## src/sv/grd_square_cell.sv

```systemverilog
// One squaring of the exponential, Q0.32; exactly one is left as is.
`timescale 1ns / 1ps
`default_nettype none
module grd_square_cell (
	input  logic        clk,
	input  logic        en,
	input  logic [32:0] r_in,
	output logic [32:0] r_q
);
	logic [63:0] sq;

	assign sq = r_in[31:0] * r_in[31:0];

	always_ff @(posedge clk) begin
		if (en) begin
			r_q <= r_in[32] ? r_in : {1'b0, sq[63:32]};
		end
	end
endmodule
`default_nettype wire
```

## config.mk

```make
export PLATFORM = sky130hd
export DESIGN_NAME = grd_square_cell
export DESIGN_NICKNAME = d
export VERILOG_FILES = /design/src/sv/grd_square_cell.sv
export SDC_FILE = /design/constraint.sdc
export NUM_CORES = 2
export LEC_CHECK = 0
export ABC_CLOCK_PERIOD_IN_PS = 6600
export CORE_MARGIN = 3
export CORE_UTILIZATION = 45
export DETAILED_ROUTE_END_ITERATION = 7
export DONT_BUFFER_PORTS = 1
export GPL_ROUTABILITY_DRIVEN = 0
export HOLD_SLACK_MARGIN = 0.02
export PLACE_DENSITY = 0.67
export SKIP_CTS_REPAIR_TIMING = 1
export SLEW_MARGIN = 20
export SYNTH_ARGS = -nofsm -noshare
export SYNTH_HDL_FRONTEND = slang
export SYNTH_SLANG_ARGS = --single-unit
```

## constraint.sdc

```tcl
create_clock -name clk -period 6.6 [get_ports clk]
set_clock_uncertainty 0.2 [all_clocks]
set_input_delay 0 -clock clk [delete_from_list [all_inputs] [get_ports clk]]
set_output_delay 0 -clock clk [all_outputs]
set_load 0.01 [all_outputs]
```

# [Word-level counts from Yosys, hierarchy flattened]
# Index checks and enable logic that the tools add are counted.
[totals] romBits=0 register_bits=33 wordCells=3 in_bits=35 latch_bits=0 memories=0 ramBits=0 out_inout_bits=33
[classes] n_shift=0 n_addsub=0 n_eq_ne=0 order_cmp=0 bitwise=0 multipliers=1 n_div=0 n_mux=1 n_reduce_logical=0
[op_table] operator="multiplier 32 x 32 -> 64 bit" n=1
[op_table] operator="2-to-1 mux 33 bit" n=1

# [Longest topological paths before layout]
[depth] depth_word=2 depth_mapped=29 ltp_nobuf=26

# [Worst setup path after synthesis]
# OpenSTA, ideal clock, no wires.
[synth_timing] path_type="input -> register" startpoint="input r_in[26]" endpoint="register r_q[31] (data pin)" arrival_ns=6.874 setup_slack_ns=-0.740 path_buffers=3 t_required_ns=6.134 setup_ns=0.266 stages=27 path_cell_list="clkbuf_1 > clkbuf_1 > nand2_1 > fa_1 > fa_1 > inv_1 > fa_1 > inv_1 > fa_1 > inv_1 > fa_1 > fa_1 > fa_1 > inv_1 > fa_1 > inv_1 > ha_1 > buf_4 > nand4_4 > nor4_2 > and2_1 > o311ai_1 > o211ai_2 > a221oi_2 > or4_1 > a21oi_1 > o31ai_2"
[synth_between] elab_chain_cells=2
[synth_lines] element="start: declaration" line="7" source="input logic [32:0] r_in,"
[synth_lines] element="multiplier 32 x 32 -> 64 bit" line="12" source="assign sq = r_in[31:0] * r_in[31:0];"
[synth_lines] element="2-to-1 mux 33 bit" line="16" source="r_q <= r_in[32] ? r_in : {1'b0, sq[63:32]};"
[synth_lines] element="end signal: assignment" line="16"
[synth_lines] element="end: declaration" line="8" source="output logic [32:0] r_q"
# No other way between the ends.
# A chain may end at the register's enable or synchronous reset.

# [Worst setup path after layout]
[layout_timing] startpoint="input r_in[9]" endpoint="register r_q[29] (data pin)"
# The elaborated chain is that of the path after synthesis.

==> qor.yml <==
status: "complete, but fails checks"
failed_checks: "setup timing"
drcViolationCount: 0
cts_max_level: 2
end_kind: "flop"
startpoint_type: "input port"
worstPathRequired_ns: 6.44
drtIter0Drc: 1246
dr.pass1.iters: 5
grt_overflow_total: 0
synth_commonest_cells: "inv_1, fa_1, nand2_1"
antenna_found_initial: 6
worst-path-max-fanout: 28
postSynthCellCount: 3257
cts-root-buf: "clkbuf_16"
top_register: "r_q"
die_y_um: 267
synth-edff-count: 33
synth.distinct_cells: 69
fin_setup_tns_ns: -6.00
io_pins: 68
wl_per_cell_um: 18.9
slew_violations: 0
yosysWarnings: 0
synth_top_area_share: 0.518
hold_depth: 4
gr-usage-all-layers: 0.234
hold_violations: 0
antenna_left: 0
cts_made_buffers: 5
dieArea_mm2: 0.0710
cts_tree: "yes"
cp_slowest_cell: "fa_2"
grt_pass1_vias: 24500
ys_ff_latch: 33
fin_ws_ns: -0.344
synth_area_leaders: "fa_1, ha_1, inv_1"
via_per_inst: 5.05
syn-num-nets: 4383
seq_area_frac_synth: 0.0324
areaGrowthSynthToFinish_pct: 15.8
grt_max_degree: 66
min_path_type: "in -> reg"
place_hpwl_um: 63600
fmax_ghz: 0.144
fill_cells: 5877
maxCapViolCount: 0
routed_wl_um: 83200
ys.flop_type: "edfxtp_1"
synthArstFlopShare: 0
drive_gt1_frac: 0.162
routed-via-count: 22200
cp.arrival_ns: 6.78
fin_crit_ns: 6.94
die_w_um: 267
mappedNetlistArea_mm2: 0.0305
clockBufferDepth: 2
largest_register_ffs: 33
grt_setup_unrepaired: "true"
grt_pass1_wl_um: 129000
path_clk_slew_ns: 0.06
synth_area_per_cell_um2: 9.38
start_util: 0.460
reg_top3: "r_q x33"
finalSetupViolCount: 24
coreArea_mm2: 0.0665
crit_chain: "clkinvlp_4 -> buf_6 -> nor2_4 -> buf_6 -> fa_1 -> fa_2 -> inv_2 -> fa_2 -> fa_1 -> inv_2 -> fa_2 -> fa_1 -> fa_1 -> fa_2 -> ha_4 -> nand4_1 -> or3_4 -> o311a_4 -> a211o_4 -> o31ai_4 -> a21oi_1 -> o221a_2"
path_class: "in -> reg"
final_util: 0.532
tightest_slew_ns: 0.523
slowest_delay_ns: 0.56
relSlewSlack: 0.648
final_nets: 4659
yosysTopAreaCell: "fa_1"
cts.sinks: 33
num_rows: 94
pre_cts_slack_ns: -0.842
synth_most_common_cell: "inv_1"
finalCritPeriodShare: 1.05
io_buffers: 0
## worst max-delay path: cells and delay by family
family	cells	cell delay (ns)
buffers and inverters	5	0.50
adders and majority gates	9	4.23
AOI/OAI and AO/OA	5	1.26
and+or+nand+nor	3	0.76
## logic make-up after synthesis
logic type,share of synthesized area
compound gates,0.0576
xor+xnor,0.0206
fa+ha+maj,0.641
buf+inv,0.137
flops,0.0324
mux,0.00135
simple gates,0.110
## cell usage in the layout (no fill, tap or decap), types with 5 or more instances in the layout
cell type,n
a211oi_2,5
a21o_1,50
a21oi_1,51
a21oi_2,17
a31o_2,8
a31oi_1,5
and2_1,206
and2_4,14
buf_4,343
buf_6,12
clkbuf_16,5
clkinvlp_4,8
dlygate4sd3_1,33
edfxtp_1,33
fa_1,762
fa_2,29
ha_1,279
ha_4,19
inv_1,962
inv_2,17
nand2_1,310
nand2_2,12
nand3_1,11
nand4_1,15
nor2_1,62
nor2_2,6
nor2b_1,10
nor3_1,8
o21a_1,6
o21ai_0,26
o21ai_1,14
o21ai_2,8
o21bai_1,14
or2_2,6
xnor2_1,36
xnor2_2,5
xor2_1,29
## stage by stage
| step | hold WS, ns | instance area (um2) | std cells |
|---|---|---|---|
| 2_1_floorplan | -0.101 | 31300 | 3257 |
| 3_3_place_gp | -0.0981 | 34000 | 4343 |
| 3_5_place_dp | -0.0977 | 34000 | 4343 |
| 4_1_cts | -0.387 | 34200 | 4351 |
| 5_1_grt | 0.0257 | 35300 | 4398 |
| 6_report | 0.0262 | 35400 | 4401 |
## layer usage
layer  up-vias  GRT usage  wire length [um]  share of wire
met5         -          0                48        0.00058
met4         8     0.0652              2470          0.030
met3       136     0.0383              5310          0.064
met2       653      0.415             42600           0.51
met1     11300      0.298             32800           0.39
li1      10100          -                 -              -
## final cells by class
class	count	area, um2	area share
clock buffers	5	125	0.00354
flip-flops and latches	33	991	0.0280
well taps	864	1080	0.0306
repair buffers	390	3090	0.0873
multi-input cells	2117	26300	0.744
inverters	986	3730	0.105
diodes	3	7.51	0.000212
clock inverters	3	46.3	0.00131
## path summary, 6_finish.rpt
path / slack, ns / from / endpoint
worst max-delay path: -0.34 / r_in[9] / r_q[29]$_DFFE_PP_
worst min-delay path: 0.03 / r_in[32] / r_q[26]$_DFFE_PP_
Power is not shown: default switching activity piles up to over one toggle a cycle in this logic, so the estimate is an artifact.
