--- config.mk ---
export PLATFORM = sky130hd
export DESIGN_NAME = grd_sqrt_cell
export DESIGN_NICKNAME = d
export VERILOG_FILES = /design/src/sv/grd_pkg.sv /design/src/sv/grd_sqrt_cell.sv
export SDC_FILE = /design/constraint.sdc
export NUM_CORES = 1
export LEC_CHECK = 0
export BUFFER_PORTS_ARGS = -buffer_cell sky130_fd_sc_hd__buf_2
export CORE_MARGIN = 2
export CORE_UTILIZATION = 30
export CTS_CLUSTER_DIAMETER = 50
export DETAILED_ROUTE_END_ITERATION = 7
export HOLD_SLACK_MARGIN = 0.08
export PLACE_DENSITY = 0.63
export SLEW_MARGIN = 25
export SYNTH_ARGS = -nofsm -noshare
export SYNTH_HDL_FRONTEND = slang
export SYNTH_SLANG_ARGS = --single-unit
--- constraint.sdc ---
create_clock -name clk -period 6.51 [get_ports clk]
set_clock_uncertainty 0.15 [all_clocks]
set_input_delay 1.302 -clock clk [delete_from_list [all_inputs] [get_ports clk]]
set_output_delay 1.302 -clock clk [all_outputs]
set_load 0.02 [all_outputs]
--- src/sv/grd_pkg.sv ---
// Shared constants, types and helpers of the Gaussian resolution density block.
`timescale 1ns / 1ps
`default_nettype none
package grd_pkg;

	// Widths of the fixed-point steps
	localparam int unsigned ROOT_W     = 24;           // floor sqrt of a 48-bit radicand
	localparam int unsigned RAD_W      = 2 * ROOT_W;   // summed energy shifted up by 16
	localparam int unsigned REM_W      = ROOT_W + 2;
	localparam int unsigned SCALE_W    = 24;
	localparam int unsigned AMP_BITS   = 47;           // quotient bits of the amplitude
	localparam int unsigned Q_BITS     = 31;           // quotient bits of d/sigma, Q3.28
	localparam int unsigned Q_FRAC     = 28;
	localparam int unsigned Q_PRE      = Q_BITS - Q_FRAC;
	localparam int unsigned EXP_TERMS  = 10;
	localparam int unsigned SQUARINGS  = 4;
	localparam int unsigned RECIP_SHIFT = 36;

	// Stage map of the cell row
	localparam int unsigned STG_IN       = 1;
	localparam int unsigned STG_SQRT_END = STG_IN + ROOT_W;
	localparam int unsigned STG_MUL      = STG_SQRT_END + 1;
	localparam int unsigned STG_SIG      = STG_MUL + 1;
	localparam int unsigned STG_META     = STG_SIG + 1;
	localparam int unsigned STG_DIV_END  = STG_META + AMP_BITS;
	localparam int unsigned STG_T        = STG_DIV_END + 1;
	localparam int unsigned STG_EXP_END  = STG_T + 2 * EXP_TERMS;
	localparam int unsigned STG_SQ_END   = STG_EXP_END + SQUARINGS;
	localparam int unsigned STG_PROD     = STG_SQ_END + 1;
	localparam int unsigned STG_OUT      = STG_PROD + 1;

	typedef enum logic [1:0] {
		STATUS_OK   = 2'd0,
		STATUS_AXIS = 2'd1,
		STATUS_FAR  = 2'd2,
		STATUS_ZERO = 2'd3
	} status_t;

	localparam logic [1:0] AXIS_X       = 2'd0;
	localparam logic [1:0] AXIS_Y       = 2'd1;
	localparam logic       CMD_LIMITS   = 1'b0;
	localparam logic       CMD_DENSITY  = 1'b1;
	localparam logic [1:0] REG_X_SCALE  = 2'd0;
	localparam logic [1:0] REG_Y_SCALE  = 2'd1;

	localparam logic [SCALE_W-1:0]  SCALE_RESET = 24'd32768;
	localparam logic [AMP_BITS-1:0] AMP_NUM     = {31'd1713444047, 16'h0000}; // 1/sqrt(2pi) << 16
	localparam logic [32:0]         Q32_ONE     = 33'h1_0000_0000;

	typedef struct packed {
		logic [1:0]  status;
		logic [31:0] lower;
		logic [31:0] upper;
		logic        dens_en;
	} grd_meta_t;

	// ceil(2^36 / n): floor(p * m >> 36) == floor(p / n) for p <= 2^31, n <= 10
	function automatic logic [36:0] recip(input logic [3:0] n);
		logic [36:0] m;
		case (n)
			4'd1:    m = 37'd68719476736;
			4'd2:    m = 37'd34359738368;
			4'd3:    m = 37'd22906492246;
			4'd4:    m = 37'd17179869184;
			4'd5:    m = 37'd13743895348;
			4'd6:    m = 37'd11453246123;
			4'd7:    m = 37'd9817068106;
			4'd8:    m = 37'd8589934592;
			4'd9:    m = 37'd7635497416;
			4'd10:   m = 37'd6871947674;
			default: m = '0;
		endcase
		return m;
	endfunction

	function automatic logic [31:0] sat32(input logic signed [34:0] v);
		logic [31:0] r;
		if (v > 35'sd2147483647)
			r = 32'h7FFF_FFFF;
		else if (v < -35'sd2147483648)
			r = 32'h8000_0000;
		else
			r = v[31:0];
		return r;
	endfunction

endpackage
`default_nettype wire

--- src/sv/grd_sqrt_cell.sv ---
// One digit of the square root: two radicand bits in, one root bit out.
`timescale 1ns / 1ps
`default_nettype none
module grd_sqrt_cell (
	input  logic                      clk,
	input  logic                      en,
	input  logic [grd_pkg::REM_W-1:0]  rem_in,
	input  logic [grd_pkg::ROOT_W-1:0] root_in,
	input  logic [grd_pkg::RAD_W-1:0]  rad_in,
	output logic [grd_pkg::REM_W-1:0]  rem_q,
	output logic [grd_pkg::ROOT_W-1:0] root_q,
	output logic [grd_pkg::RAD_W-1:0]  rad_q
);
	logic [grd_pkg::REM_W+1:0] acc;
	logic [grd_pkg::REM_W+1:0] trial;
	logic                      take;

	assign acc   = {rem_in, rad_in[grd_pkg::RAD_W-1 -: 2]};
	assign trial = {2'b00, root_in, 2'b01};
	assign take  = acc >= trial;

	always_ff @(posedge clk) begin
		if (en) begin
			rem_q  <= take ? grd_pkg::REM_W'(acc - trial) : acc[grd_pkg::REM_W-1:0];
			root_q <= {root_in[grd_pkg::ROOT_W-2:0], take};
			rad_q  <= {rad_in[grd_pkg::RAD_W-3:0], 2'b00};
		end
	end
endmodule
`default_nettype wire

==> Word-level counts from Yosys, hierarchy flattened <==
Cells that the tools add are included.
{ "totals": {"inputBits": 100, "register_bits": 96, "elab_cells": 6} }
{ "op_classes": {"mux": 1, "n_addsub": 1, "n_lt_le_gt_ge": 1} }
{ "ops": {"columns": ["operator", "n"], "rows": [
  ["28-bit by 26-bit >= comparator with 1-bit output", 1],
  ["26-bit two-way mux", 1],
  ["26-bit subtractor", 1]
]} }

==> Longest topological paths before layout <==
{ "logic_depth": {"ltp_word": 2, "mapped_depth": 11, "ltp_nobuf": 10} }

==> Worst setup path after synthesis <==
OpenSTA, ideal clock, no wires.
{ "synth_timing": {"kind": "in2reg", "startpoint": "input root_in[0] in the netlist's numbering", "endpoint": "register rem_q[10] in the netlist's numbering, data pin", "setup_time_ns": 0.260, "stages": 11, "arrival_ns": 3.299, "slack_ns": 2.801, "path_buffers": 1, "required_ns": 6.100, "path_cell_list": "inv_1 -> ha_1 -> nand2b_1 -> a211o_1 -> a21oi_2 -> o211ai_2 -> a31oi_2 -> nor2_2 -> o21ai_4 -> buf_12 -> mux2_4"} }
{ "synth_between": {"elab_chain_len": 2} }
{ "synth_rtl": {"columns": ["element", "line", "rtl"], "rows": [
  ["start: declaration", "grd_sqrt_cell.sv:8", "input logic [grd_pkg::ROOT_W-1:0] root_in,"],
  ["26-bit subtractor or 28-bit by 26-bit >= comparator with 1-bit output (tied branches)", "grd_sqrt_cell.sv:24, grd_sqrt_cell.sv:20", null],
  ["26-bit two-way mux *", "grd_sqrt_cell.sv:24", "rem_q <= take ? grd_pkg::REM_W'(acc - trial) : acc[grd_pkg::REM_W-1:0];"],
  ["end signal: assignment", "grd_sqrt_cell.sv:24", null],
  ["end: declaration", "grd_sqrt_cell.sv:10", "output logic [grd_pkg::REM_W-1:0] rem_q,"]
]} }
Mark *: on every way between the ends. The rest lies on a longest branch, timed or not.
A chain may end at the register's enable or synchronous reset.

==> Final worst setup path <==
{ "layout_timing": {"startpoint": "input root_in[0] in the netlist's numbering", "endpoint": "register rem_q[21] in the netlist's numbering, data pin"} }
The elaborated chain is that of the path after synthesis.

==> key figures <==
Yosys
  • Register area share after synthesis: between 60% and 70%
  • Ys flop type: edfxtp_1
  • Post-synth ARST share: 0%
  • Netlist cell types: 50
  • Mapped Area: about 4700 um^2
  • Post-Synthesis Cells: 345
  • Yosys warnings: 0
  • Post-synth EDFFs: 96
  • #FFs+latches synth: 96
  • Syn Area/Cell: around 14 um^2

Route
  • WL per Instance: ~15 um
  • DRC: 0
  • First-pass iteration count of the detailed router: 4
  • Antenna Nets Post-Route: 0
  • DR vias: approximately 3500
  • Starting DRT DRC Count: roughly 210
  • Number of vias per cell: around 4.5
  • Post-Route WL: 11.55 mm

Timing
  • RSZ-0062 raised after global routing: no
  • Slew Limit Fails: 0
  • Worst-margin pin slew: between 800 and 900 ps
  • TNS Setup: 0 ps
  • Final min period: approximately 3900 ps
  • Period utilization: 60.56%
  • Final setup viols: 0
  • Hold_ws: roughly 970 ps
  • Relative slew slack: a little over two fifths
  • Final Hold Viols: 0
  • Fmax: 0.2537 GHz

Layout
  • Finished Core Util: between 40% and 50%
  • Nets: approximately 670
  • Layout fillers: about 1500
  • P&R area growth vs syn: 32.04%
  • Final std cells w/o fill: around 770
  • Ratio of cells with drive above 1 in the final layout: a little over two fifths

Floorplan
  • DIE AREA: about 17000 um^2
  • Die Y: around 130 um
  • Core Box Area: 15310 um^2
  • Initial Util: a little under a third
  • Die Wd: 129.5 um
  • # IOs: about 200
  • Rows: 45

Job
  • Max Cap Violations: 0

Global route
  • Vias in the first global route: between 3000 and 4000
  • Gr usage total: a little over an eighth
  • Largest net degree at the start of global routing: 97
  • Grt ovf: 0
  • Antenna violations before repair: 1
  • First-pass GRT wire length: 17.33 mm

CTS
  • Hold Buf Count CTS: 0
  • Reg clk slew, reported paths: about 70 ps
  • Clk sinks: 96
  • Longest Clk Path Bufs: 2
  • Root buffer cell: clkbuf_16
  • H-tree levels: 3
  • Setup Buffers After CTS: 0
  • Total CTS buffers: 9
  • CTS resizes: 0
  • CTS tree: yes

Placement
  • HPWL after DPL: roughly 9.0 mm
  • Dpl cells: approximately 750
  • Port bufs: between 150 and 200
  • Gpl congestion: ~0.8

Critical path
  • Crit path kind: in2reg
  • CP max FO: 11
  • CP peak stage delay: 360 ps
  • Crit path from: root_in[0]
  • WP data arrival: ~3900 ps
  • Worst-path cell chain: buf_2 -> inv_1 -> ha_1 -> nand2b_1 -> a211o_1 -> a21oi_2 -> o211ai_2 -> a31oi_2 -> nor2_2 -> o21ai_4 -> buf_16 -> buf_8 -> mux2_4
  • Crit path to: rem_q[21]$_DFFE_PP_
  • Setup crit end kind: register
  • Worst path slowest cell: ha_1
  • Crit path launch type: primary input
  • Req. time, crit path: about 6500 ps

Power and ir drop
  • Power density cells: 267.7 nW/um^2
  • Worst vdd ir: roughly 110 uV
  • Leak Pwr: about 2.8 nW
  • Pwr Total: 1.671 mW

Worst hold path
  • Cells on Worst Hold Path: 1
  • Hold Crit Class: in2reg

Run status
  • Outcome: finished clean
## per-layer routing
metal	part of all wire (%)	vias up	GRT usage (%)
met1	41	1621	15.54
met4	1.0	0	3.985
met3	7.9	8	4.500
li1	-	1688	-
met2	50	139	24.24
met5	0	-	0
## sequential cells by signal, indices dropped and copies added (netlist names)
signal and flops:
rem_q 26, rad_q 46, root_q 24
## area by class of cell
type	instances	area, um^2	share of cell area, %
Tap cell	211	264.0	4.231
Multi-Input combinational cell	214	1669	26.75
Antenna cell	1	2.502	0.04010
Clock inverter	7	58.81	0.9425
Timing Repair Buffer	197	1025	16.42
Inverter	30	112.6	1.805
Clock buffer	9	225.2	3.609
Sequential cell	96	2883	46.20
## worst max-delay path, delay by kind of cell
family / cells / cell delay [ps]
AO/OA/AOI/OAI: 5 / 1210
buffers and inverters: 4 / 510
adder cells (fa/ha/maj): 1 / 360
multiplexers: 1 / 300
AND/OR/NAND/NOR: 2 / 200
## metrics by stage
step | setup WS [ps] | area, um^2
3_5_place_dp | 2180 | 5953
2_1_floorplan | 2801 | 4730
4_1_cts | 2545 | 6237
6_report | 2568 | 6240
3_3_place_gp | 1891 | 5907
5_1_grt | 2385 | 6237
## worst min-delay path by stage
stage	start	end
2_1_floorplan	rad_in[8]	rad_q[10]$_DFFE_PP_
3_3_place_gp	rad_in[28]	rad_q[30]$_DFFE_PP_
3_5_place_dp	rad_in[24]	rad_q[26]$_DFFE_PP_
4_1_cts	rad_in[42]	rad_q[44]$_DFFE_PP_
5_1_grt	rad_in[31]	rad_q[33]$_DFFE_PP_
6_report	rad_in[42]	rad_q[44]$_DFFE_PP_
## cell usage in the layout, fill, tap and decap left out, types with 3 or more instances in the layout
| cell | synthesis | layout |
|---|---|---|
| a211oi_1 | 6 | 6 |
| a21o_1 | 6 | 6 |
| a21oi_1 | 21 | 21 |
| and2_1 | 3 | 3 |
| and3_1 | 3 | 3 |
| buf_2 | 2 | 194 |
| clkbuf_16 | 0 | 9 |
| edfxtp_1 | 96 | 96 |
| ha_1 | 26 | 26 |
| inv_1 | 30 | 30 |
| inv_6 | 0 | 4 |
| mux2_2 | 6 | 6 |
| mux2_4 | 16 | 16 |
| nand2_1 | 21 | 21 |
| nand2b_1 | 3 | 3 |
| nor2_1 | 16 | 16 |
| nor2b_1 | 3 | 3 |
| nor3_1 | 6 | 6 |
| o21a_1 | 3 | 3 |
| o21ai_0 | 15 | 15 |
| xnor2_1 | 13 | 13 |
| xor2_1 | 10 | 10 |
## report_power, final
part           internal [mW]  switching, mW
sequential             0.757         0.0151
combinational          0.162          0.225
clock                  0.267          0.245
## cell families after synthesis
| group | Yosys count | synth area share (%) |
|---|---|---|
| AO/OA/AOI/OAI | 72 | 10.11 |
| multiplexers | 24 | 6.937 |
| AND/OR/NAND/NOR | 67 | 6.964 |
| flip-flops | 96 | 61.00 |
| XOR/XNOR | 23 | 4.263 |
| buffers and inverters | 36 | 3.760 |
| other | 1 | 0.07935 |
| adder cells (fa/ha/maj) | 26 | 6.884 |
## cells in the mapped netlist, types with 3 or more instances
cell      number  area share (%)
a21o_1         6            0.95
xnor2_1       13             2.4
mux2_4        16             5.1
o21a_1         3            0.48
ha_1          26             6.9
nand2b_1       3            0.40
nor2_1        16             1.3
a21oi_1       21             2.2
nand2_1       21             1.7
and2_1         3            0.40
a211oi_1       6            0.95
nor3_1         6            0.64
o21ai_0       15             1.6
and3_1         3            0.40
mux2_2         6             1.4
edfxtp_1      96              61
nor2b_1        3            0.40
inv_1         30             2.4
xor2_1        10             1.9
(Power assumes the default switching activity.)
