<file path="src/sv/grd_pkg.sv">
// Shared constants, types and helpers of the Gaussian resolution density block.
`timescale 1ns / 1ps
`default_nettype none
package grd_pkg;

	// Widths of the fixed-point steps
	localparam int unsigned ROOT_W     = 24;           // floor sqrt of a 48-bit radicand
	localparam int unsigned RAD_W      = 2 * ROOT_W;   // summed energy shifted up by 16
	localparam int unsigned REM_W      = ROOT_W + 2;
	localparam int unsigned SCALE_W    = 24;
	localparam int unsigned AMP_BITS   = 47;           // quotient bits of the amplitude
	localparam int unsigned Q_BITS     = 31;           // quotient bits of d/sigma, Q3.28
	localparam int unsigned Q_FRAC     = 28;
	localparam int unsigned Q_PRE      = Q_BITS - Q_FRAC;
	localparam int unsigned EXP_TERMS  = 10;
	localparam int unsigned SQUARINGS  = 4;
	localparam int unsigned RECIP_SHIFT = 36;

	// Stage map of the cell row
	localparam int unsigned STG_IN       = 1;
	localparam int unsigned STG_SQRT_END = STG_IN + ROOT_W;
	localparam int unsigned STG_MUL      = STG_SQRT_END + 1;
	localparam int unsigned STG_SIG      = STG_MUL + 1;
	localparam int unsigned STG_META     = STG_SIG + 1;
	localparam int unsigned STG_DIV_END  = STG_META + AMP_BITS;
	localparam int unsigned STG_T        = STG_DIV_END + 1;
	localparam int unsigned STG_EXP_END  = STG_T + 2 * EXP_TERMS;
	localparam int unsigned STG_SQ_END   = STG_EXP_END + SQUARINGS;
	localparam int unsigned STG_PROD     = STG_SQ_END + 1;
	localparam int unsigned STG_OUT      = STG_PROD + 1;

	typedef enum logic [1:0] {
		STATUS_OK   = 2'd0,
		STATUS_AXIS = 2'd1,
		STATUS_FAR  = 2'd2,
		STATUS_ZERO = 2'd3
	} status_t;

	localparam logic [1:0] AXIS_X       = 2'd0;
	localparam logic [1:0] AXIS_Y       = 2'd1;
	localparam logic       CMD_LIMITS   = 1'b0;
	localparam logic       CMD_DENSITY  = 1'b1;
	localparam logic [1:0] REG_X_SCALE  = 2'd0;
	localparam logic [1:0] REG_Y_SCALE  = 2'd1;

	localparam logic [SCALE_W-1:0]  SCALE_RESET = 24'd32768;
	localparam logic [AMP_BITS-1:0] AMP_NUM     = {31'd1713444047, 16'h0000}; // 1/sqrt(2pi) << 16
	localparam logic [32:0]         Q32_ONE     = 33'h1_0000_0000;

	typedef struct packed {
		logic [1:0]  status;
		logic [31:0] lower;
		logic [31:0] upper;
		logic        dens_en;
	} grd_meta_t;

	// ceil(2^36 / n): floor(p * m >> 36) == floor(p / n) for p <= 2^31, n <= 10
	function automatic logic [36:0] recip(input logic [3:0] n);
		logic [36:0] m;
		case (n)
			4'd1:    m = 37'd68719476736;
			4'd2:    m = 37'd34359738368;
			4'd3:    m = 37'd22906492246;
			4'd4:    m = 37'd17179869184;
			4'd5:    m = 37'd13743895348;
			4'd6:    m = 37'd11453246123;
			4'd7:    m = 37'd9817068106;
			4'd8:    m = 37'd8589934592;
			4'd9:    m = 37'd7635497416;
			4'd10:   m = 37'd6871947674;
			default: m = '0;
		endcase
		return m;
	endfunction

	function automatic logic [31:0] sat32(input logic signed [34:0] v);
		logic [31:0] r;
		if (v > 35'sd2147483647)
			r = 32'h7FFF_FFFF;
		else if (v < -35'sd2147483648)
			r = 32'h8000_0000;
		else
			r = v[31:0];
		return r;
	endfunction

endpackage
`default_nettype wire

</file>
<file path="src/sv/grd_div_cell.sv">
// One restoring division step: one dividend bit in, one quotient bit out.
`timescale 1ns / 1ps
`default_nettype none
module grd_div_cell (
	input  logic                        clk,
	input  logic                        en,
	input  logic [31:0]                 rem_in,
	input  logic                        bit_in,
	input  logic [31:0]                 divisor,
	input  logic [grd_pkg::AMP_BITS-1:0] quo_in,
	output logic [31:0]                 rem_q,
	output logic [grd_pkg::AMP_BITS-1:0] quo_q
);
	logic [32:0] acc;
	logic        take;

	assign acc  = {rem_in, bit_in};
	assign take = acc >= {1'b0, divisor};

	always_ff @(posedge clk) begin
		if (en) begin
			rem_q <= take ? 32'(acc - {1'b0, divisor}) : acc[31:0];
			quo_q <= {quo_in[grd_pkg::AMP_BITS-2:0], take};
		end
	end
endmodule
`default_nettype wire

</file>
<file path="config.mk">
export PLATFORM = sky130hd
export DESIGN_NAME = grd_div_cell
export DESIGN_NICKNAME = d
export VERILOG_FILES = /design/src/sv/grd_pkg.sv /design/src/sv/grd_div_cell.sv
export SDC_FILE = /design/constraint.sdc
export NUM_CORES = 1
export LEC_CHECK = 0
export BUFFER_PORTS_ARGS = -buffer_cell sky130_fd_sc_hd__buf_2
export CAP_MARGIN = 20
export CORE_ASPECT_RATIO = 1.1
export CORE_MARGIN = 5
export CORE_UTILIZATION = 49
export CTS_CLUSTER_SIZE = 28
export DETAILED_ROUTE_END_ITERATION = 6
export PLACE_DENSITY = 0.91
export SLEW_MARGIN = 10
export SYNTH_ARGS = -nofsm -noshare
export SYNTH_HDL_FRONTEND = slang
export SYNTH_SLANG_ARGS = --single-unit
</file>
<file path="constraint.sdc">
create_clock -name clk -period 3.2 [get_ports clk]
set_input_delay 0.32 -clock clk [delete_from_list [all_inputs] [get_ports clk]]
set_output_delay 0.32 -clock clk [all_outputs]
set_load 0.03 [all_outputs]
</file>
### After elaboration in Yosys (flattened, before gate mapping)

Index checks and enable logic that the tools add are counted.
W data, S select, Z words.

| cells by class | value |
|---|---|
| add/sub/neg operators | 1 |
| magnitude comparators | 1 |
| mux-type cells | 1 |

Operators with widths:

| kind | count |
|---|---|
| $ge A33 B32 Y1 | 1 |
| $mux W32 | 1 |
| $sub A32 B32 Y32 | 1 |

| storage, ports and cells | value |
|---|---|
| flip-flop bits (word level) | 79 |
| input port bits | 114 |
| output and inout port bits | 79 |
| word-level logic and storage cells | 5 |

### Longest topological paths before layout

Gate-level depths: netlist of run 1.

| depth | value |
|---|---|
| depth in word-level cells | 2 |
| mapped depth | 13 |
| gate-level depth less buffers | 11 |

### Least setup slack after synthesis of run 1

Ideal clock, no wire load.

| timing path | value |
|---|---|
| path kind | input -> register |
| start | input divisor[23] |
| end | register rem_q[14], data pin |
| setup time | 0.260 ns |
| data arrival time | 2.412 ns |
| required time | 2.940 ns |
| setup slack | 0.528 ns |
| stages on the path | 11 |
| buffers on the path | 2 |
| cells stage by stage | inv_1 > ha_1 > buf_6 > and3_1 > o21a_1 > a311oi_2 > o21ai_1 > or3b_1 > o21a_1 > buf_6 > mux2_4 |

| between the ends | value |
|---|---|
| word-level cells in the longest chain between the ends | 2 |

Ends and longest elaborated chain:

| element | line | source |
|---|---|---|
| from (decl) | grd_div_cell.sv:9 | `input logic [31:0] divisor,` |
| $ge A33 B32 Y1 | grd_div_cell.sv:18 | `assign take = acc >= {1'b0, divisor};` |
| $mux W32 | grd_div_cell.sv:22 | `rem_q <= take ? 32'(acc - {1'b0, divisor}) : acc[31:0];` |
| to (signal assigned) | grd_div_cell.sv:22 |  |
| to (decl) | grd_div_cell.sv:11 | `output logic [31:0] rem_q,` |

No other way between the ends.
A chain may end at the register's enable or synchronous reset.

### Worst setup path in the final report of run 1

| timing path | value |
|---|---|
| start | input rem_in[11] |
| end | register rem_q[30], data pin |

| between the ends | value |
|---|---|
| word-level cells in the longest chain between the ends | 2 |
| elaborated cells between the ends (all ways) | 3 |
| classes of those cells | 1 x add/sub; 1 x order compare; 1 x mux |

Ends and longest elaborated chain:

| element | line | source |
|---|---|---|
| from (decl) | grd_div_cell.sv:7 | `input logic [31:0] rem_in,` |
| $sub A32 B32 Y32 / $ge A33 B32 Y1 (equally long branches) | grd_div_cell.sv:22, grd_div_cell.sv:18 |  |
| $mux W32 (*) | grd_div_cell.sv:22 |  |

Every way passes the cells marked *; elsewhere a longest branch is shown, timed or not.

==> reports/qor.csv, run 1 <==
stage,metric,value,unit
drt,DR WL met2,6.69,mm
timing,Final Cycle Share,85.4,%
global_routing,largest net degree at the start of global routing,80,
drt,top sig layer,met5,
critical_path,"Req. time, crit path",3.31,ns
synth,compound-gate portion of the synthesized area,15.6,%
critical_path,Worst EP arrival,2.85,ns
synth,Synth Area in Simple Gates,11.1,%
drt,Vias,4071,
synth,Ys Warns,0,
status,outcome,completed,
synth,largest family of logic cells by synthesized area,compound AO/OA/AOI/OAI gates,
clock_tree,H-Tree Depth,3,
timing,Fin. Hold Viols,0,
global_routing,initial antenna violation count,2,
floorplanning,Core Region,0.00935,mm2
pwr,maximum VDD drop,0.000215,V
timing,Worst-Margin Slew,1.02,ns
synth,Area contributors post-synth,"edfxtp_1, ha_1, a21oi_1",
timing,relative slew slack,31.9,%
floorplanning,Starting Density,50.3,%
synth,Synthesized Nets,585,
critical_path,Startpoint Class,primary input,
clock_tree,TritonCTS clock tree,built,
clock_tree,setup bufs post-CTS,0,
run,Max-Cap Viols,0,
global_routing,Total GRT Usage,22.0,%
placement,RePlAce Congestion,0.847,
pwr,Pwr Total,3.07,mW
drt,Routed met3 length,1.20,mm
layout,Layout Utilization,63.9,%
synth,post-synthesis mux area share,2.98,%
critical_path,crit-path cells,buf_2 -> ha_1 -> nand2_1 -> o21a_1 -> a2111oi_0 -> o31ai_1 -> a21oi_2 -> a211oi_1 -> xnor2_1 -> mux2_4,
synth,Post-synth EDFFs,79,
clock_tree,Num CTS Buffers,9,
worst_hold_path,HP Class,primary input to register,
clock_tree,"CTS clk-pin slew, worst paths",0.09,ns
clock_tree,CTS Buffer Depth,2,
layout,FILL cells,745,
drt,DRT Wirelength,13.1,mm
synth,Synth Flop Type,edfxtp_1,
critical_path,Slowest Stage Delay on Critical Path,0.47,ns
timing,RSZ-0062 raised after global routing,no,
placement,PortBufs,191,
global_routing,gr ovfl total,0,
timing,Final min period,2.73,ns
synth,post-synth top area cell,edfxtp_1,
placement,hpwl dp,10.5,mm
drt,DR vias/cell,5.38,
clock_tree,Clock Sinks,79,
floorplanning,die height,113,um
synth,Synth Area in Adders,8.95,%
synth,xor-xnor portion of the synthesized cell area,4.85,%
floorplanning,# IOs,193,
drt,Metal-1 WL,4.89,mm
critical_path,Critical-path top delay cell,a2111oi_0,
clock_tree,Root Buffer,clkbuf_8,
global_routing,vias in the first global route,4079,
drt,drt wl/cell,17.3,um
layout,share of layout cells above drive strength 1,36.4,%
pwr,total leakage power,2.79,nW
critical_path,Setup CP Type,primary input to register,
synth,Mapped Cells,438,
synth,Yosys top cell area share,50.5,%
clock_tree,Post-CTS Resized,0,
drt,residual DRC count,0,
synth,post-synthesis sequential area ratio,50.5,%
layout,Layout Cells excl Fill,756,
synth,post-synth cell types,49,
critical_path,Crit. End Element,register,
placement,Placed Cells incl. Taps,739,
drt,post-route ant nets,0,
clock_tree,hold_buf cts,0,
timing,setup total negative slack,0,ns
timing,# setup viols final,0,
synth,fraction of registers with async set/reset,0,%
timing,Slew Limit Fails,0,
drt,drt pass-1 iters,5,
floorplanning,Row Count,37,
global_routing,first-pass GRT wire length,20.2,mm
floorplanning,Die ar.,0.0117,mm2
drt,Initial DRC Count,180,
placement,Placement Setup Slack,0.125,ns
synth,Seq cells post-synth,79,
layout,Nets,780,
synth,Mean Syn Cell Area,10.7,um2
timing,Max Freq,0.366,GHz
floorplanning,Die X,103,um
critical_path,"Max FO, Critical Path",7,
synth,Mapped Area,0.00470,mm2
pwr,power density over the cells,513,mW/mm2
timing,final worst slack,0.467,ns
layout,Syn-to-layout area delta,27.2,%
layer usage:
layer  global-route usage, %  vias up
met2                    38.9      174
li1                        -     1974
met5                       0        -
met1                    26.1     1901
met3                    4.81       20
met4                    7.34        2
cell type report:
| cell class | instances | area (um2) | share of cell area [%] |
|---|---|---|---|
| antenna | 1 | 2.50 | 0.0418 |
| clock buffer | 9 | 124 | 2.07 |
| clock inverter | 7 | 71.3 | 1.19 |
| inverter | 46 | 173 | 2.89 |
| multi-input combinational | 296 | 2040 | 34.2 |
| sequential | 79 | 2370 | 39.7 |
| tap | 117 | 146 | 2.45 |
| timing repair buffer | 201 | 1050 | 17.5 |
worst max-delay path: cells and delay by family:
family / cells / cell delay (ns)
xor gates and xnor gates: 1 / 0.15
AOI/OAI and AO/OA: 5 / 1.48
muxes: 1 / 0.26
buffers and inverters: 1 / 0.11
and+or+nand+nor: 1 / 0.14
adders and majority gates: 1 / 0.38
cell families after synthesis:
kind of cell / count (synthesis)
xor+xnor: 26
compound gates: 120
mux: 10
buf+inv: 63
simple gates: 107
fa+ha+maj: 33
flops: 79
per-stage QoR:
step           area, um2  hold slack (ns)
2_1_floorplan       4700            0.419
3_3_place_gp        5780            0.497
3_5_place_dp        5780            0.498
4_1_cts             5980            0.130
5_1_grt             5980            0.123
6_report            5980            0.138
where the power goes:
| group | leakage [nW] | switching (mW) | internal (mW) | total [mW] |
|---|---|---|---|---|
| logic | 1.92 | 0.632 | 0.365 | 0.997 |
| registers | 0.774 | 0.0301 | 1.29 | 1.32 |
| clock network | 0.104 | 0.388 | 0.363 | 0.751 |
cell usage after synthesis (all sizes together) (4+ instances only):
| master | count |
|---|---|
| a2111oi | 4 |
| a21o | 8 |
| a21oi | 55 |
| buf | 11 |
| clkbuf | 6 |
| edfxtp | 79 |
| ha | 32 |
| inv | 46 |
| mux2 | 8 |
| nand2 | 24 |
| nand2b | 7 |
| nand3 | 8 |
| nand4 | 8 |
| nor2 | 37 |
| o21a | 6 |
| o21ai | 21 |
| o21bai | 5 |
| o31ai | 7 |
| xnor2 | 16 |
| xor2 | 10 |
state kept, by name (all words and copies together), names as in the netlist:
name   flops
quo_q     47
rem_q     32
final timing paths:
path | start | endpoint | slack, ns | cells past startpoint
hold / removal | quo_in[6] | quo_q[7] | 0.14 | 1
setup / recovery | rem_in[11] | rem_q[30] | 0.47 | 10
layout by cell type (no fill, tap or decap), drive strengths merged, types with 2 or more instances in the layout:
cell type	instances
buf	201
edfxtp	79
a21oi	55
inv	48
nor2	37
ha	32
nand2	24
o21ai	21
xnor2	16
xor2	10
clkbuf	9
nand3	8
nand4	8
a21o	8
mux2	8
nand2b	7
o31ai	7
o21a	6
o21bai	5
a2111oi	4
clkinv	4
and2	3
nor3	3
a211oi	3
and3	2
nor4b	2
a31oi	2
nor2b	2
a31o	2
or2	2
or3	2
o211ai	2
mux2i	2
nand4b	2
Note: power is estimated with default switching activity, not from simulation.
==> inputs of run 2 (changes only) <==
Settings changed: CORE_UTILIZATION 49 to 41, PLACE_DENSITY 0.91 to 0.8.
==> reports/qor.csv, run 2 (same netlist as run 1, synthesis figures left out) <==
stage,metric,value,unit,change
status,outcome,completed,,
drt,drt wl/cell,16.1,um,-6.9%
floorplanning,Die ar.,0.0137,mm2,+18%
critical_path,"Max FO, Critical Path",7,,unchanged
global_routing,initial antenna violation count,0,,-2
placement,hpwl dp,10.1,mm,-3.4%
timing,Max Freq,0.359,GHz,-2.0%
critical_path,Setup CP Type,primary input to register,,
drt,Vias,3999,,-1.8%
timing,Final Cycle Share,87.1,%,+1.7 points
critical_path,Startpoint Class,primary input,,
pwr,total leakage power,2.81,nW,+0.65%
critical_path,Worst EP arrival,2.87,ns,+0.02 ns
pwr,Pwr Total,3.27,mW,+6.6%
placement,Placement Setup Slack,0.125,ns,+0.000258 ns
placement,placed cell area,0.00581,mm2,+0.54%
timing,Worst-Margin Slew,1.00,ns,-0.0205 ns
floorplanning,# IOs,193,,unchanged
drt,drt pass-1 iters,4,,-1
critical_path,"Req. time, crit path",3.28,ns,-0.03 ns
layout,share of layout cells above drive strength 1,35.9,%,-0.46 points
pwr,maximum VDD drop,0.000296,V,+37%
worst_hold_path,HP Class,primary input to register,,
floorplanning,Die X,112,um,+8.4%
pwr,power density over the cells,536,mW/mm2,+4.6%
global_routing,met1 Usage GRT,20.7,%,-5.4 points
layout,Largest regs,"quo_q (47), rem_q (32)",,
layout,most common library cell in the layout ignoring fill and taps,buf_2,,
clock_tree,Clock Sinks,79,,unchanged
global_routing,GR peak layer,met2,,
timing,relative slew slack,33.3,%,+1.4 points
timing,Fin. Hold Viols,0,,unchanged
clock_tree,CTS Buffer Depth,2,,unchanged
clock_tree,Root Buffer,clkbuf_16,,
clock_tree,setup bufs post-CTS,0,,unchanged
placement,PortBufs,191,,unchanged
layout,FILL cells,993,,+33%
global_routing,vias in the first global route,4061,,-0.44%
layout,final instance area,0.00609,mm2,+1.9%
global_routing,M3 GR Usage,4.88,%,+0.073 points
floorplanning,Starting Density,41.5,%,-8.8 points
layout,diode count,0,,-1
global_routing,routing usage on met2,32.0,%,-6.9 points
clock_tree,TritonCTS clock tree,built,,
global_routing,gr ovfl total,0,,unchanged
placement,RePlAce Congestion,0.861,,+1.7%
clock_tree,"CTS clk-pin slew, worst paths",0.06,ns,-0.03 ns
drt,DRT Wirelength,12.6,mm,-3.3%
run,Max-Cap Viols,0,,unchanged
clock_tree,hold_buf cts,0,,unchanged
floorplanning,die height,122,um,+8.5%
drt,residual DRC count,0,,unchanged
floorplanning,Core Region,0.0113,mm2,+21%
global_routing,largest net degree at the start of global routing,80,,unchanged
timing,Final min period,2.79,ns,+0.0552 ns
drt,Initial DRC Count,248,,+38%
timing,setup total negative slack,0,ns,unchanged
layout,max reg flops,47,,unchanged
drt,post-route ant nets,0,,unchanged
timing,RSZ-0062 raised after global routing,no,,
layout,register bank with the most flops,quo_q,,
layout,Layout Utilization,53.8,%,-10 points
timing,final worst slack,0.412,ns,-0.0552 ns
clock_tree,Num CTS Buffers,9,,unchanged
layout,Syn-to-layout area delta,29.7,%,
timing,Slew Limit Fails,0,,unchanged
clock_tree,Post-CTS Resized,0,,unchanged
layout,"commonest cells after routing, fill and taps aside","buf_2, edfxtp_1, a21oi_1, inv_1, nor2_1",,
global_routing,first-pass GRT wire length,19.7,mm,-2.1%
critical_path,Crit. End Element,register,,
global_routing,Total GRT Usage,18.0,%,-4.0 points
floorplanning,Row Count,41,,+11%
layout,Nets,777,,-0.38%
timing,# setup viols final,0,,unchanged
clock_tree,H-Tree Depth,3,,unchanged
drt,DR vias/cell,5.09,,-5.4%
==> run 2: routing by layer <==
layer  share of wire (%)  routed length (um)  vias to the layer above
met5                   0                   0                        -
met4                 2.4                 299                        0
met3                 7.9                1000                       24
met2                  50                6260                      178
met1                  40                5080                     1822
li1                    -                   -                     1975
==> run 2: report_power, final <==
group	total (mW)	switching, mW	internal (mW)
Clock	0.963	0.429	0.533
Sequential	1.32	0.0279	1.29
Combinational	0.989	0.625	0.364
Total	3.27	1.08	2.19
==> run 2: layout make-up <==
class | count | area (um2) | share of cell area, %
Multi-Input combinational cell | 296 | 2040 | 33.5
Clock buffer | 9 | 225 | 3.70
Timing Repair Buffer | 198 | 1040 | 17.0
Clock inverter | 7 | 56.3 | 0.924
Sequential cell | 79 | 2370 | 38.9
Inverter | 46 | 173 | 2.83
Tap cell | 150 | 188 | 3.08
==> run 2: metrics by stage <==
stage	instances	hold slack [ns]
floorplan	438	0.419
global placement	769	0.496
detailed placement	769	0.498
CTS	785	0.150
global route	785	0.146
finish	785	0.162
==> run 2: worst paths after layout <==
check       start        end  slack (ns)  cells after the start
max        bit_in  rem_q[30]        0.41                     12
min    quo_in[27]  quo_q[28]        0.16                      1
==> run 2: worst max-delay path, cell delays in order <==
cell and delay [ns]:
buf_2 0.09, inv_1 0.04, ha_1 0.22, fa_1 0.40
nor2b_1 0.19, o2111ai_1 0.18, a21oi_1 0.29, o31ai_1 0.19
a21oi_2 0.38, a211oi_1 0.16, xnor2_1 0.15, mux2_4 0.25
==> inputs of run 3 (changes only) <==
==> constraint.sdc (replaced) <==
create_clock -name clk -period 3.2 [get_ports clk]
set_input_delay 0.64 -clock clk [delete_from_list [all_inputs] [get_ports clk]]
set_output_delay 0.64 -clock clk [all_outputs]
set_load 0.03 [all_outputs]
==> reports/qor.csv, run 3 (same netlist as run 1, synthesis figures left out) <==
stage,metric,value,unit,change
status,outcome,completed,,
floorplanning,# IOs,193,,unchanged
pwr,Pwr Total,3.49,mW,+6.8%
critical_path,Worst EP arrival,3.10,ns,+0.23 ns
pwr,total leakage power,3.02,nW,+7.3%
global_routing,met1 Usage GRT,21.2,%,+0.57 points
global_routing,first-pass GRT wire length,20.2,mm,+2.1%
run,Max-Cap Viols,0,,unchanged
pwr,sequential share of power,37.7,%,-2.6 points
drt,Initial DRC Count,183,,-26%
placement,Placement Setup Slack,-0.155,ns,-0.280 ns
layout,register bank with the most flops,quo_q,,
drt,drt wl/cell,15.9,um,-1.0%
clock_tree,CTS Buffer Depth,2,,unchanged
pwr,NetSw,1.09,mW,+1.1%
global_routing,gr ovfl total,0,,unchanged
layout,Largest regs,"quo_q (47), rem_q (32)",,
global_routing,Total GRT Usage,18.5,%,+0.53 points
layout,max reg flops,47,,unchanged
timing,# setup viols final,0,,unchanged
critical_path,"Max FO, Critical Path",6,,-1
placement,hpwl dp,10.5,mm,+3.8%
layout,most common library cell in the layout ignoring fill and taps,buf_2,,
floorplanning,Core Region,0.0113,mm2,unchanged
drt,DRT Wirelength,13.1,mm,+3.9%
placement,Placed Cells incl. Taps,808,,+5.1%
pwr,Clk pwr share,32.0,%,+2.5 points
clock_tree,Post-CTS Resized,0,,unchanged
global_routing,M3 GR Usage,4.98,%,+0.099 points
floorplanning,Row Count,41,,unchanged
drt,drt pass-1 iters,4,,unchanged
clock_tree,"CTS clk-pin slew, worst paths",0.07,ns,about the same
global_routing,routing usage on met2,33.1,%,+1.1 points
clock_tree,hold_buf cts,0,,unchanged
timing,Hold WS,0.480,ns,+0.319 ns
timing,Max Freq,0.331,GHz,-7.7%
floorplanning,Die ar.,0.0137,mm2,unchanged
clock_tree,Clock Sinks,79,,unchanged
worst_hold_path,HP Class,primary input to register,,
drt,Vias,4179,,+4.5%
layout,share of layout cells above drive strength 1,39.6,%,+3.7 points
critical_path,Startpoint Class,primary input,,
clock_tree,H-Tree Depth,3,,unchanged
layout,Nets,816,,+5.0%
clock_tree,Num CTS Buffers,9,,unchanged
layout,Layout Utilization,56.7,%,+2.9 points
critical_path,"Req. time, crit path",3.28,ns,about the same
timing,final worst slack,0.180,ns,-0.231 ns
placement,RePlAce Congestion,0.877,,+1.8%
drt,DR vias/cell,5.07,,-0.44%
worst_hold_path,Worst Hold Depth,1,,unchanged
timing,Slew Limit Fails,0,,unchanged
drt,residual DRC count,0,,unchanged
layout,area of the multi-input gates,0.00204,mm2,unchanged
worst_hold_path,launch point of the worst hold path,quo_in[25],,
timing,Worst-Margin Slew,1.02,ns,+0.0154 ns
layout,"commonest cells after routing, fill and taps aside","buf_2, edfxtp_1, a21oi_1, inv_1, buf_4",,
floorplanning,Starting Density,41.5,%,unchanged
global_routing,initial antenna violation count,0,,unchanged
critical_path,Crit. End Element,register,,
timing,relative slew slack,32.2,%,-1.0 points
clock_tree,TritonCTS clock tree,built,,
timing,Final Cycle Share,94.4,%,+7.2 points
global_routing,largest net degree at the start of global routing,80,,unchanged
global_routing,vias in the first global route,4232,,+4.2%
global_routing,GR peak layer,met2,,
layout,diode count,0,,unchanged
layout,Syn-to-layout area delta,36.8,%,
layout,flip-flop and latch area,0.00237,mm2,unchanged
drt,post-route ant nets,0,,unchanged
pwr,maximum VDD drop,0.000252,V,-15%
pwr,Comb pwr share,30.3,%,about the same
floorplanning,Die X,112,um,unchanged
layout,Layout Cells excl Fill,824,,+5.0%
pwr,P_int,2.40,mW,+9.6%
pwr,power density over the cells,543,mW/mm2,+1.3%
pwr,Switching Share,31.4,%,-1.8 points
clock_tree,setup bufs post-CTS,0,,unchanged
timing,Final min period,3.02,ns,+0.231 ns
placement,PortBufs,191,,unchanged
critical_path,Setup CP Type,primary input to register,,
timing,Fin. Hold Viols,0,,unchanged
timing,RSZ-0062 raised after global routing,no,,
clock_tree,Root Buffer,clkbuf_16,,
layout,FILL cells,972,,-2.1%
worst_hold_path,Min-Delay Endpoint,quo_q[26],,
floorplanning,die height,122,um,unchanged
run 3: cell type report:
cell class	instances	area share, %
flip-flops and latches	79	36.9
multi-input cells	296	31.8
repair buffers	237	20.7
clock buffers	10	3.56
well taps	150	2.92
inverters	46	2.69
clock inverters	6	1.44
run 3: power groups by stage:
stage / Clock, mW / Sequential, mW / Combinational, mW
4_1_cts: 1.13 / 1.32 / 1.06
5_1_grt: 1.19 / 1.33 / 1.14
2_1_floorplan: 0 / 1.59 / 0.433
3_5_place_dp: 0 / 1.34 / 1.06
6_report: 1.12 / 1.32 / 1.06
3_3_place_gp: 0 / 1.33 / 1.04
run 3: worst max path at each step:
| stage | start | end | slack (ns) | cells after the start |
|---|---|---|---|---|
| after floorplan | divisor[23] | rem_q[14] | 0.21 | 11 |
| after global placement | bit_in | rem_q[30] | -0.07 | 12 |
| after detailed placement | bit_in | rem_q[30] | -0.16 | 12 |
| after CTS | bit_in | rem_q[30] | 0.20 | 12 |
| after global routing | bit_in | rem_q[24] | 0.01 | 12 |
| final | bit_in | rem_q[30] | 0.18 | 12 |
run 3: through the flow:
step                      TNS [ns]  cell area (um2)
after floorplan                  0             4700
after global placement      -0.420             6110
after detailed placement     -1.01             6110
after CTS                        0             6430
after global routing             0             6430
final                            0             6430
run 3: metal layers:
layer / vias up / part of all wire, % / routed length [um]
met3: 24 / 7.5 / 981
li1: 2052 / - / -
met5: - / 0 / 0
met2: 175 / 50 / 6610
met4: 0 / 2.0 / 259
met1: 1928 / 40 / 5280
run 3: critical path: stages:
cell       delay (ns)
buf_2            0.09
inv_1            0.04
ha_1             0.22
fa_1             0.39
nor2b_1          0.18
o2111ai_1        0.18
a21oi_1          0.30
o31ai_1          0.18
a21oi_2          0.33
a211oi_1         0.15
xnor2_1          0.15
mux2_4           0.26
